<file path="src/ctr_pkg.sv">
package ctr_pkg;
  localparam int unsigned DataW = 32;
  localparam int unsigned ProdW = 64;
  localparam int unsigned NumRegs = 8;
  localparam int unsigned IdxW = 3;

  // register indexes
  localparam logic [IdxW-1:0] RegPumpCoef1 = 3'd0;
  localparam logic [IdxW-1:0] RegPumpCoef2 = 3'd1;
  localparam logic [IdxW-1:0] RegOutletCoef1 = 3'd2;
  localparam logic [IdxW-1:0] RegOutletCoef2 = 3'd3;
  localparam logic [IdxW-1:0] RegDriveGain1 = 3'd4;
  localparam logic [IdxW-1:0] RegDriveGain2 = 3'd5;
  localparam logic [IdxW-1:0] RegDriveOffset1 = 3'd6;
  localparam logic [IdxW-1:0] RegDriveOffset2 = 3'd7;

  // saturate a 66-bit signed value to 32 bits
  function automatic logic signed [DataW-1:0] sat32(input logic signed [65:0] v);
    logic signed [65:0] hi;
    logic signed [65:0] lo;
    hi = 66'sh0_7FFF_FFFF;
    lo = -66'sh0_8000_0000;
    if (v > hi) begin
      sat32 = 32'sh7FFF_FFFF;
    end else if (v < lo) begin
      sat32 = 32'sh8000_0000;
    end else begin
      sat32 = v[DataW-1:0];
    end
  endfunction
endpackage

</file>
<file path="src/coupled_tank_rk4_step_unit.sv">
// Sequence from an accepted request to a valid result: two serial drive products,
//   four slope rounds (square roots, four serial products, one combine), a serial
//   divide by six, then the FIN and OUT states to the output.
// Requests are taken only in the idle state, one at a time. A finished result waits
//   in the output register while the next request is taken and computed.
// Reset (rst, synchronous): levels, voltages, coefficients and offsets to zero, gains to 1.0.
module coupled_tank_rk4_step_unit
  import ctr_pkg::*;
#(
  parameter int unsigned FRAC_BITS = 16
) (
  input  logic              clk,
  input  logic              rst,
  input  logic              s_tvalid,
  output logic              s_tready,
  // tdata: update_pump_1, pump_cmd_1[32:1], update_pump_2, pump_cmd_2, pad
  input  logic [71:0]       s_tdata,
  output logic              m_tvalid,
  input  logic              m_tready,
  // tdata: level_1, level_2
  output logic [63:0]       m_tdata,
  // tuser: pump_fault_1, pump_fault_2
  output logic [1:0]        m_tuser,
  input  logic              cfg_we,
  input  logic [IdxW-1:0]   cfg_index,
  input  logic [31:0]       cfg_data
);
  typedef enum logic [9:0] {
    S_IDLE = 10'b0000000001, S_DRV = 10'b0000000010, S_SQ = 10'b0000000100,
    S_MUL = 10'b0000001000, S_SLP = 10'b0000010000, S_FIN = 10'b0000100000,
    S_OUT = 10'b0001000000, S_DRVW = 10'b0010000000, S_MULW = 10'b0100000000,
    S_DIV = 10'b1000000000
  } state_t;

  state_t state;
  logic [30:0] pc1, pc2, oc1, oc2;
  logic signed [31:0] dg1, dg2, do1, do2;
  logic signed [31:0] lv1, lv2, pv1, pv2;
  logic signed [31:0] y1, y2, t1, t2;
  logic signed [65:0] sum1, sum2;
  logic [31:0] r1, r2;
  logic signed [65:0] p [4];
  logic [1:0] stg, pi;
  logic di;
  logic upd1, upd2;
  logic signed [31:0] cmd1, cmd2;
  logic [35:0] dq1, dq2;
  logic [2:0] rm1, rm2;
  logic neg1, neg2;
  logic [5:0] dcnt;

  // serial units
  logic ms, md, ss, sd1, sd2;
  logic signed [32:0] ma, mb;
  logic signed [65:0] mp;
  logic [31:0] sr1, sr2;

  ctr_mul u_mul (.clk, .rst, .start(ms), .op_a(ma), .op_b(mb), .done(md), .prod(mp));
  ctr_sqrt #(.FRAC_BITS(FRAC_BITS)) u_sq1 (.clk, .rst, .start(ss), .level(t1),
    .done(sd1), .root(sr1));
  ctr_sqrt #(.FRAC_BITS(FRAC_BITS)) u_sq2 (.clk, .rst, .start(ss), .level(t2),
    .done(sd2), .root(sr2));

  assign s_tready = (state == S_IDLE);

  // operand selection for the shared multiplier
  always_comb begin
    ma = '0;
    mb = '0;
    if (state == S_DRV || state == S_DRVW) begin
      ma = di ? 33'(dg2) : 33'(dg1);
      mb = di ? 33'(cmd2) : 33'(cmd1);
    end else begin
      case (pi)
        2'd0: begin ma = 33'({1'b0, oc1}); mb = 33'({1'b0, r1}); end
        2'd1: begin ma = 33'({1'b0, oc2}); mb = 33'({1'b0, r2}); end
        2'd2: begin ma = 33'({1'b0, pc1}); mb = 33'(pv1); end
        default: begin ma = 33'({1'b0, pc2}); mb = 33'(pv2); end
      endcase
    end
  end

  // slope combination, and one quotient bit per cycle of the divide by six
  logic signed [65:0] k1w, k2w;
  logic signed [31:0] k1, k2, h1, h2, n1, n2;
  logic signed [65:0] q1, q2;
  logic signed [65:0] fin1, fin2, mag1, mag2;
  logic [3:0] dr1, dr2;
  logic dge1, dge2;
  always_comb begin
    k1w = (p[2] - p[0]) >>> FRAC_BITS;
    k2w = (p[0] - p[1] + p[3]) >>> FRAC_BITS;
    k1 = sat32(k1w);
    k2 = sat32(k2w);
    h1 = (stg == 2'd2) ? k1 : (k1 >>> 1);
    h2 = (stg == 2'd2) ? k2 : (k2 >>> 1);
    n1 = sat32(66'(y1) + 66'(h1));
    n2 = sat32(66'(y2) + 66'(h2));
    fin1 = sum1 + 66'(k1);
    fin2 = sum2 + 66'(k2);
    mag1 = fin1[65] ? -fin1 : fin1;
    mag2 = fin2[65] ? -fin2 : fin2;
    dr1 = {rm1, dq1[35]};
    dr2 = {rm2, dq2[35]};
    dge1 = (dr1 >= 4'd6);
    dge2 = (dr2 >= 4'd6);
    q1 = 66'(dq1);
    if (neg1) q1 = -q1;
    q2 = 66'(dq2);
    if (neg2) q2 = -q2;
  end

  // configuration writes
  always_ff @(posedge clk) begin
    if (rst) begin
      pc1 <= '0; pc2 <= '0; oc1 <= '0; oc2 <= '0;
      dg1 <= 32'sd1 <<< FRAC_BITS; dg2 <= 32'sd1 <<< FRAC_BITS;
      do1 <= '0; do2 <= '0;
    end else if (cfg_we) begin
      case (cfg_index)
        RegPumpCoef1: pc1 <= cfg_data[30:0];
        RegPumpCoef2: pc2 <= cfg_data[30:0];
        RegOutletCoef1: oc1 <= cfg_data[30:0];
        RegOutletCoef2: oc2 <= cfg_data[30:0];
        RegDriveGain1: dg1 <= cfg_data;
        RegDriveGain2: dg2 <= cfg_data;
        RegDriveOffset1: do1 <= cfg_data;
        RegDriveOffset2: do2 <= cfg_data;
        default: ;
      endcase
    end
  end

  // step sequencer
  always_ff @(posedge clk) begin
    ms <= 1'b0;
    ss <= 1'b0;
    if (rst) begin
      state <= S_IDLE;
      m_tvalid <= 1'b0;
      lv1 <= '0; lv2 <= '0; pv1 <= '0; pv2 <= '0;
      stg <= '0; pi <= '0; di <= 1'b0;
    end else begin
      if (m_tvalid && m_tready) m_tvalid <= 1'b0;
      case (state)
        S_IDLE: if (s_tvalid && s_tready) begin
          upd1 <= s_tdata[0];
          cmd1 <= s_tdata[32:1];
          upd2 <= s_tdata[33];
          cmd2 <= s_tdata[65:34];
          di <= 1'b0;
          ms <= 1'b1;
          state <= S_DRVW;
        end
        S_DRVW: state <= S_DRV;
        S_DRV: if (md) begin
          if (!di) begin
            if (upd1) pv1 <= sat32((mp >>> FRAC_BITS) + 66'(do1));
            di <= 1'b1;
            ms <= 1'b1;
            state <= S_DRVW;
          end else begin
            if (upd2) pv2 <= sat32((mp >>> FRAC_BITS) + 66'(do2));
            y1 <= lv1[31] ? '0 : lv1;
            y2 <= lv2[31] ? '0 : lv2;
            t1 <= lv1[31] ? '0 : lv1;
            t2 <= lv2[31] ? '0 : lv2;
            sum1 <= '0; sum2 <= '0; stg <= '0;
            ss <= 1'b1;
            state <= S_SQ;
          end
        end
        S_SQ: if (sd1 && sd2) begin
          r1 <= sr1; r2 <= sr2;
          pi <= '0;
          ms <= 1'b1;
          state <= S_MULW;
        end
        S_MULW: state <= S_MUL;
        S_MUL: if (md) begin
          p[pi] <= mp;
          pi <= pi + 2'd1;
          if (pi == 2'd3) state <= S_SLP;
          else begin
            ms <= 1'b1;
            state <= S_MULW;
          end
        end
        S_SLP: begin
          if (stg == 2'd0 || stg == 2'd3) begin
            sum1 <= sum1 + 66'(k1); sum2 <= sum2 + 66'(k2);
          end else begin
            sum1 <= sum1 + (66'(k1) <<< 1); sum2 <= sum2 + (66'(k2) <<< 1);
          end
          if (stg == 2'd3) begin
            dq1 <= mag1[35:0]; dq2 <= mag2[35:0];
            neg1 <= fin1[65]; neg2 <= fin2[65];
            rm1 <= '0; rm2 <= '0;
            dcnt <= '0;
            state <= S_DIV;
          end else begin
            t1 <= n1; t2 <= n2;
            stg <= stg + 2'd1;
            ss <= 1'b1;
            state <= S_SQ;
          end
        end
        // shift the weighted sum magnitudes through, remainder stays below six
        S_DIV: begin
          rm1 <= dge1 ? 3'(dr1 - 4'd6) : dr1[2:0];
          rm2 <= dge2 ? 3'(dr2 - 4'd6) : dr2[2:0];
          dq1 <= {dq1[34:0], dge1};
          dq2 <= {dq2[34:0], dge2};
          dcnt <= dcnt + 6'd1;
          if (dcnt == 6'd35) state <= S_FIN;
        end
        S_FIN: begin
          lv1 <= sat32(66'(y1) + q1);
          lv2 <= sat32(66'(y2) + q2);
          state <= S_OUT;
        end
        S_OUT: if (!m_tvalid) begin
          m_tdata <= {lv2, lv1};
          m_tuser[0] <= (pv1 > (32'sd15 <<< FRAC_BITS)) || (pv1 < -(32'sd15 <<< FRAC_BITS));
          m_tuser[1] <= (pv2 > (32'sd15 <<< FRAC_BITS)) || (pv2 < -(32'sd15 <<< FRAC_BITS));
          m_tvalid <= 1'b1;
          state <= S_IDLE;
        end
        default: state <= S_IDLE;
      endcase
    end
  end
endmodule

</file>
<file path="src/ctr_mul.sv">
// Serial signed multiplier: one multiplier bit per cycle, 33 x 33 -> 66 bits
module ctr_mul
  import ctr_pkg::*;
(
  input  logic                clk,
  input  logic                rst,
  input  logic                start,
  input  logic signed [32:0]  op_a,
  input  logic signed [32:0]  op_b,
  output logic                done,
  output logic signed [65:0]  prod
);
  logic signed [65:0] acc;
  logic [32:0] mb;
  logic signed [65:0] ma;
  logic [5:0] cnt;
  logic busy;

  assign prod = acc;

  // shift and add, last bit subtracts (two's complement sign weight)
  always_ff @(posedge clk) begin
    done <= 1'b0;
    if (rst) begin
      busy <= 1'b0;
      cnt <= '0;
    end else if (start) begin
      busy <= 1'b1;
      cnt <= '0;
      acc <= '0;
      ma <= 66'(op_a);
      mb <= op_b;
    end else if (busy) begin
      if (mb[0]) begin
        if (cnt == 6'd32) acc <= acc - ma;
        else acc <= acc + ma;
      end
      ma <= ma <<< 1;
      mb <= mb >> 1;
      cnt <= cnt + 6'd1;
      if (cnt == 6'd32) begin
        busy <= 1'b0;
        done <= 1'b1;
      end
    end
  end
endmodule

</file>
<file path="src/ctr_sqrt.sv">
// Serial square root: two radicand bits per cycle over a 64-bit radicand
module ctr_sqrt
  import ctr_pkg::*;
#(
  parameter int unsigned FRAC_BITS = 16
) (
  input  logic               clk,
  input  logic               rst,
  input  logic               start,
  input  logic signed [31:0] level,
  output logic               done,
  output logic [31:0]        root
);
  localparam int unsigned RadW = 64;
  logic [RadW-1:0] rad;
  logic [RadW-1:0] rem;
  logic [31:0] res;
  logic [5:0] cnt;
  logic busy;
  logic [RadW-1:0] trial;
  logic [RadW-1:0] rem_sh;
  logic [RadW-1:0] cand;

  assign root = res;
  assign rem_sh = {rem[RadW-3:0], rad[RadW-1:RadW-2]};
  assign cand = {{(RadW-34){1'b0}}, res, 2'b01};
  assign trial = rem_sh - cand;

  // restoring digit recurrence, level below zero counts as zero
  always_ff @(posedge clk) begin
    done <= 1'b0;
    if (rst) begin
      busy <= 1'b0;
      cnt <= '0;
    end else if (start) begin
      busy <= 1'b1;
      cnt <= '0;
      rem <= '0;
      res <= '0;
      rad <= level[31] ? '0 : (RadW'(unsigned'(level)) << FRAC_BITS);
    end else if (busy) begin
      rad <= rad << 2;
      if (rem_sh >= cand) begin
        rem <= trial;
        res <= {res[30:0], 1'b1};
      end else begin
        rem <= rem_sh;
        res <= {res[30:0], 1'b0};
      end
      cnt <= cnt + 6'd1;
      if (cnt == 6'd31) begin
        busy <= 1'b0;
        done <= 1'b1;
      end
    end
  end
endmodule

</file>
<file path="config.mk">
export PLATFORM = sky130hd
export DESIGN_NAME = coupled_tank_rk4_step_unit
export DESIGN_NICKNAME = d
export VERILOG_FILES = /design/src/ctr_pkg.sv /design/src/coupled_tank_rk4_step_unit.sv /design/src/ctr_mul.sv /design/src/ctr_sqrt.sv
export SDC_FILE = /design/constraint.sdc
export NUM_CORES = 2
export LEC_CHECK = 0
export BUFFER_PORTS_ARGS = -buffer_cell sky130_fd_sc_hd__buf_2
export CAP_MARGIN = 0
export CORE_ASPECT_RATIO = 1.5
export CORE_UTILIZATION = 45
export CTS_CLUSTER_SIZE = 20
export DETAILED_ROUTE_END_ITERATION = 10
export GPL_TIMING_DRIVEN = 0
export SYNTH_ARGS = -nofsm -noshare
export SYNTH_HDL_FRONTEND = slang
export SYNTH_SLANG_ARGS = --single-unit
export TNS_END_PERCENT = 10
</file>
<file path="constraint.sdc">
create_clock -name clk -period 12.9 [get_ports clk]
set_input_delay 1.29 -clock clk [delete_from_list [all_inputs] [get_ports clk]]
set_output_delay 1.29 -clock clk [all_outputs]
set_load 0.05 [all_outputs]
</file>
==> impl_metrics.json <==
{
  "ys_warn_count": 0,
  "worstHoldPathType": "flip-flop to flip-flop",
  "grt_max_degree": 65,
  "synth_async_sr_flop_share_pct": 0,
  "status": "finished with violations",
  "route.detailed.drc": 0,
  "fin_cells": 15900,
  "cts_made_buffers": 181,
  "die_area_mm2": 0.247,
  "grt_antenna_before_repair": 9,
  "crit_family": "compound AO/OA/AOI/OAI gates",
  "cp_max_fo": 10,
  "area_growth_pct": 10.5,
  "period_share_pct": 92.0,
  "syn_inst": 12200,
  "syn_area_per_cell_um2": 9.07,
  "fmax_mhz": 84.3,
  "synth-seq-cells": 1675,
  "cts_num_sinks": 1675,
  "pwr_density_cell_mw_per_mm2": 99.6,
  "critPathRequiredTime_ns": 13.49,
  "crit_path_max_incr_delay_ns": 0.85,
  "drt_iter0_drc": 7814,
  "num_vias": 94200,
  "dp.cells": 15600,
  "grt_pass1_vias": 92200,
  "cts_tree": "built",
  "path_clk_slew_ns": 0.07,
  "power_leakage_nw": 46.6,
  "layout-drive-gt1-share_pct": 5.42,
  "cp-start-kind": "flip-flop",
  "cts_root_buf": "clkbuf_16",
  "grt_usage_pct": 31.4,
  "finalPower_mw": 12.1,
  "max_slew_margin_pct": -0.984,
  "cp_data_arrival_time_ns": 12.46,
  "post-route-util_pct": 50.0,
  "dr.pass1.iters": 8,
  "path_class": "flip-flop to flip-flop",
  "grt_first_pass_wirelength_mm": 581,
  "wl_per_cell_um": 24.9,
  "drv_slew": 1,
  "worst-path-buf-inv": 6,
  "rsz0062_at_grt": "no",
  "crit_path_frequent_cell": "clkbuf_1",
  "die_y_um": 608,
  "routed_wl_mm": 397,
  "yosysSeqAreaShare_pct": 41.8,
  "nNetsFinal": 13400,
  "io_buffers": 139,
  "pin_count": 180,
  "ant_nets": 0,
  "clockBufferDepth": 4,
  "dieWidth_um": 406,
  "via_per_inst": 5.92,
  "skew_ns": 0.0741,
  "maxCapViolations": 2,
  "synthFlopType": "edfxtp_1",
  "gp_congestion": 1.03,
  "dp_hpwl_mm": 315,
  "overflow": 0,
  "initial_core_util_pct": 45.2,
  "hold_buffers": 0,
  "post_cts_buffers": 0,
  "setup_viol_count_final": 0,
  "slowest_stage": "o41ai_2",
  "synth_cell_types": 106,
  "tightestPinTransition_ns": 1.50,
  "postCtsResizedCells": 0,
  "clkLatencyLatePin_ns": 0.90,
  "end_kind": "flip-flop",
  "syn_nets": 13000,
  "cts.htree.levels": 4,
  "synthesis.area_mm2": 0.110,
  "synth_edf_count": 1253,
  "hold_violations": 0,
  "rows": 222,
  "vdd_drop_max_mv": 0.142,
  "violations": "capacitance limit, slew limit",
  "core_mm2": 0.244,
  "fin_crit_ns": 11.87
}
## per-layer routing
| layer | global-route usage (%) | vias to the layer above | share of wire (%) |
|---|---|---|---|
| met3 | 4.27 | 1072 | 4.9 |
| met5 | 0 | - | 0.0028 |
| li1 | - | 44700 | - |
| met4 | 27.3 | 2 | 10 |
| met1 | 33.4 | 45300 | 36 |
| met2 | 54.3 | 3125 | 49 |
## registers in the layout, summed over array words and instances, names as in the netlist, 33 cells and up
name / flops
sum1: 66
dq1: 36
u_mul.ma: 66
u_sq1.rad: 48
u_mul.prod: 66
u_sq2.rad: 48
sum2: 66
u_mul.mb: 33
u_sq2.rem: 62
p: 264
m_tdata: 64
u_sq1.rem: 62
dq2: 36
## cell usage in the layout (no fill, tap or decap), types with 188 or more instances in the layout
master,Yosys,final
xor2_1,342,342
inv_1,663,662
nand2_1,1387,1387
a21oi_1,1323,1321
clkbuf_16,0,188
nand3_1,188,188
xnor2_1,483,483
o21ai_0,710,704
dfxtp_1,422,422
edfxtp_1,1253,1253
ha_1,694,694
a21o_1,379,379
nor2_1,1191,1185
clkbuf_1,492,523
## synthesized netlist by cell type (all sizes together) (41+ instances only)
| cell | n | area (µm²) |
|---|---|---|
| or2 | 42 | 263 |
| mux2i | 134 | 1340 |
| nand2 | 1395 | 5260 |
| fa | 75 | 1500 |
| edfxtp | 1253 | 37600 |
| ha | 694 | 8680 |
| a21oi | 1324 | 6630 |
| nor4 | 88 | 578 |
| a222oi | 64 | 641 |
| xor2 | 343 | 3010 |
| a21boi | 41 | 308 |
| a21o | 379 | 2850 |
| and2 | 60 | 375 |
| nor2b | 186 | 1160 |
| o21ai | 721 | 3610 |
| o2bb2ai | 63 | 552 |
| a31oi | 93 | 582 |
| clkbuf | 523 | 2000 |
| o21a | 95 | 713 |
| o21bai | 99 | 743 |
| nor2 | 1193 | 4480 |
| or3 | 104 | 651 |
| nand4 | 159 | 995 |
| o211ai | 68 | 510 |
| xnor2 | 484 | 4250 |
| nand2b | 122 | 763 |
| and3 | 78 | 488 |
| a211oi | 158 | 1340 |
| nor3 | 164 | 836 |
| nand3 | 188 | 941 |
| dfxtp | 422 | 8450 |
| buf | 67 | 314 |
| o31ai | 78 | 596 |
| inv | 668 | 2510 |
## logic make-up (layout without fill, tap and decap cells)
kind of cell	Yosys count	after routing	share of synthesized area, %
simple gates	3939	3939	16.4
compound gates	3534	3534	20.2
flops	1675	1675	41.8
buf+inv	1259	1772	4.38
xor+xnor	827	827	6.59
fa+ha+maj	769	769	9.24
mux	147	147	1.35
other cells	0	7	0
## worst paths after layout
kind	from	end	slack (ns)	cells after the start
max	p[1][40]$_DFFE_PP_	dq2[9]$_DFFE_PP_	1.03	34
max reg2reg	p[1][40]$_DFFE_PP_	dq2[9]$_DFFE_PP_	1.03	34
min	u_sq1.root[28]$_SDFFCE_PP0P_	r1[28]$_DFFE_PP_	0.45	0
min reg2reg	u_sq1.root[28]$_SDFFCE_PP0P_	r1[28]$_DFFE_PP_	0.45	0
## through the flow
stage	hold slack [ns]	setup WS, ns	setup TNS [ns]	cell area (µm²)
finish	0.450	1.03	0	122000
detailed placement	0.432	1.11	0	116000
floorplan	0.423	2.36	0	110000
global route	0.453	0.395	0	122000
global placement	0.433	-4.51	-853.69	115000
CTS	0.445	1.11	0	122000
## worst reg2reg max path: cells and delay by family, from the launching register on
kind	cells	cell delay (ns)
AO/OA/AOI/OAI	16	5.16
XOR/XNOR	3	1.04
adder cells (fa/ha/maj)	3	1.27
buffers and inverters	6	1.62
flip-flops	1	0.39
AND/OR/NAND/NOR	6	2.16
## report_power, final
group          internal, mW  switching, mW  total (mW)
Sequential             5.87          0.113        5.99
Clock                  2.97           2.31        5.28
Combinational         0.286          0.574       0.860
## layout make-up
type	instances	area, µm²
Fill cell	23100	122000
Multi-Input combinational cell	9216	59400
Sequential cell	1675	46100
Clock buffer	233	4970
Tap cell	3248	4060
Inverter	669	2510
Buffer	590	2320
Timing Repair Buffer	194	1580
Clock inverter	86	833
Antenna cell	7	17.5
No activity file was read; power rests on OpenSTA's default activity.
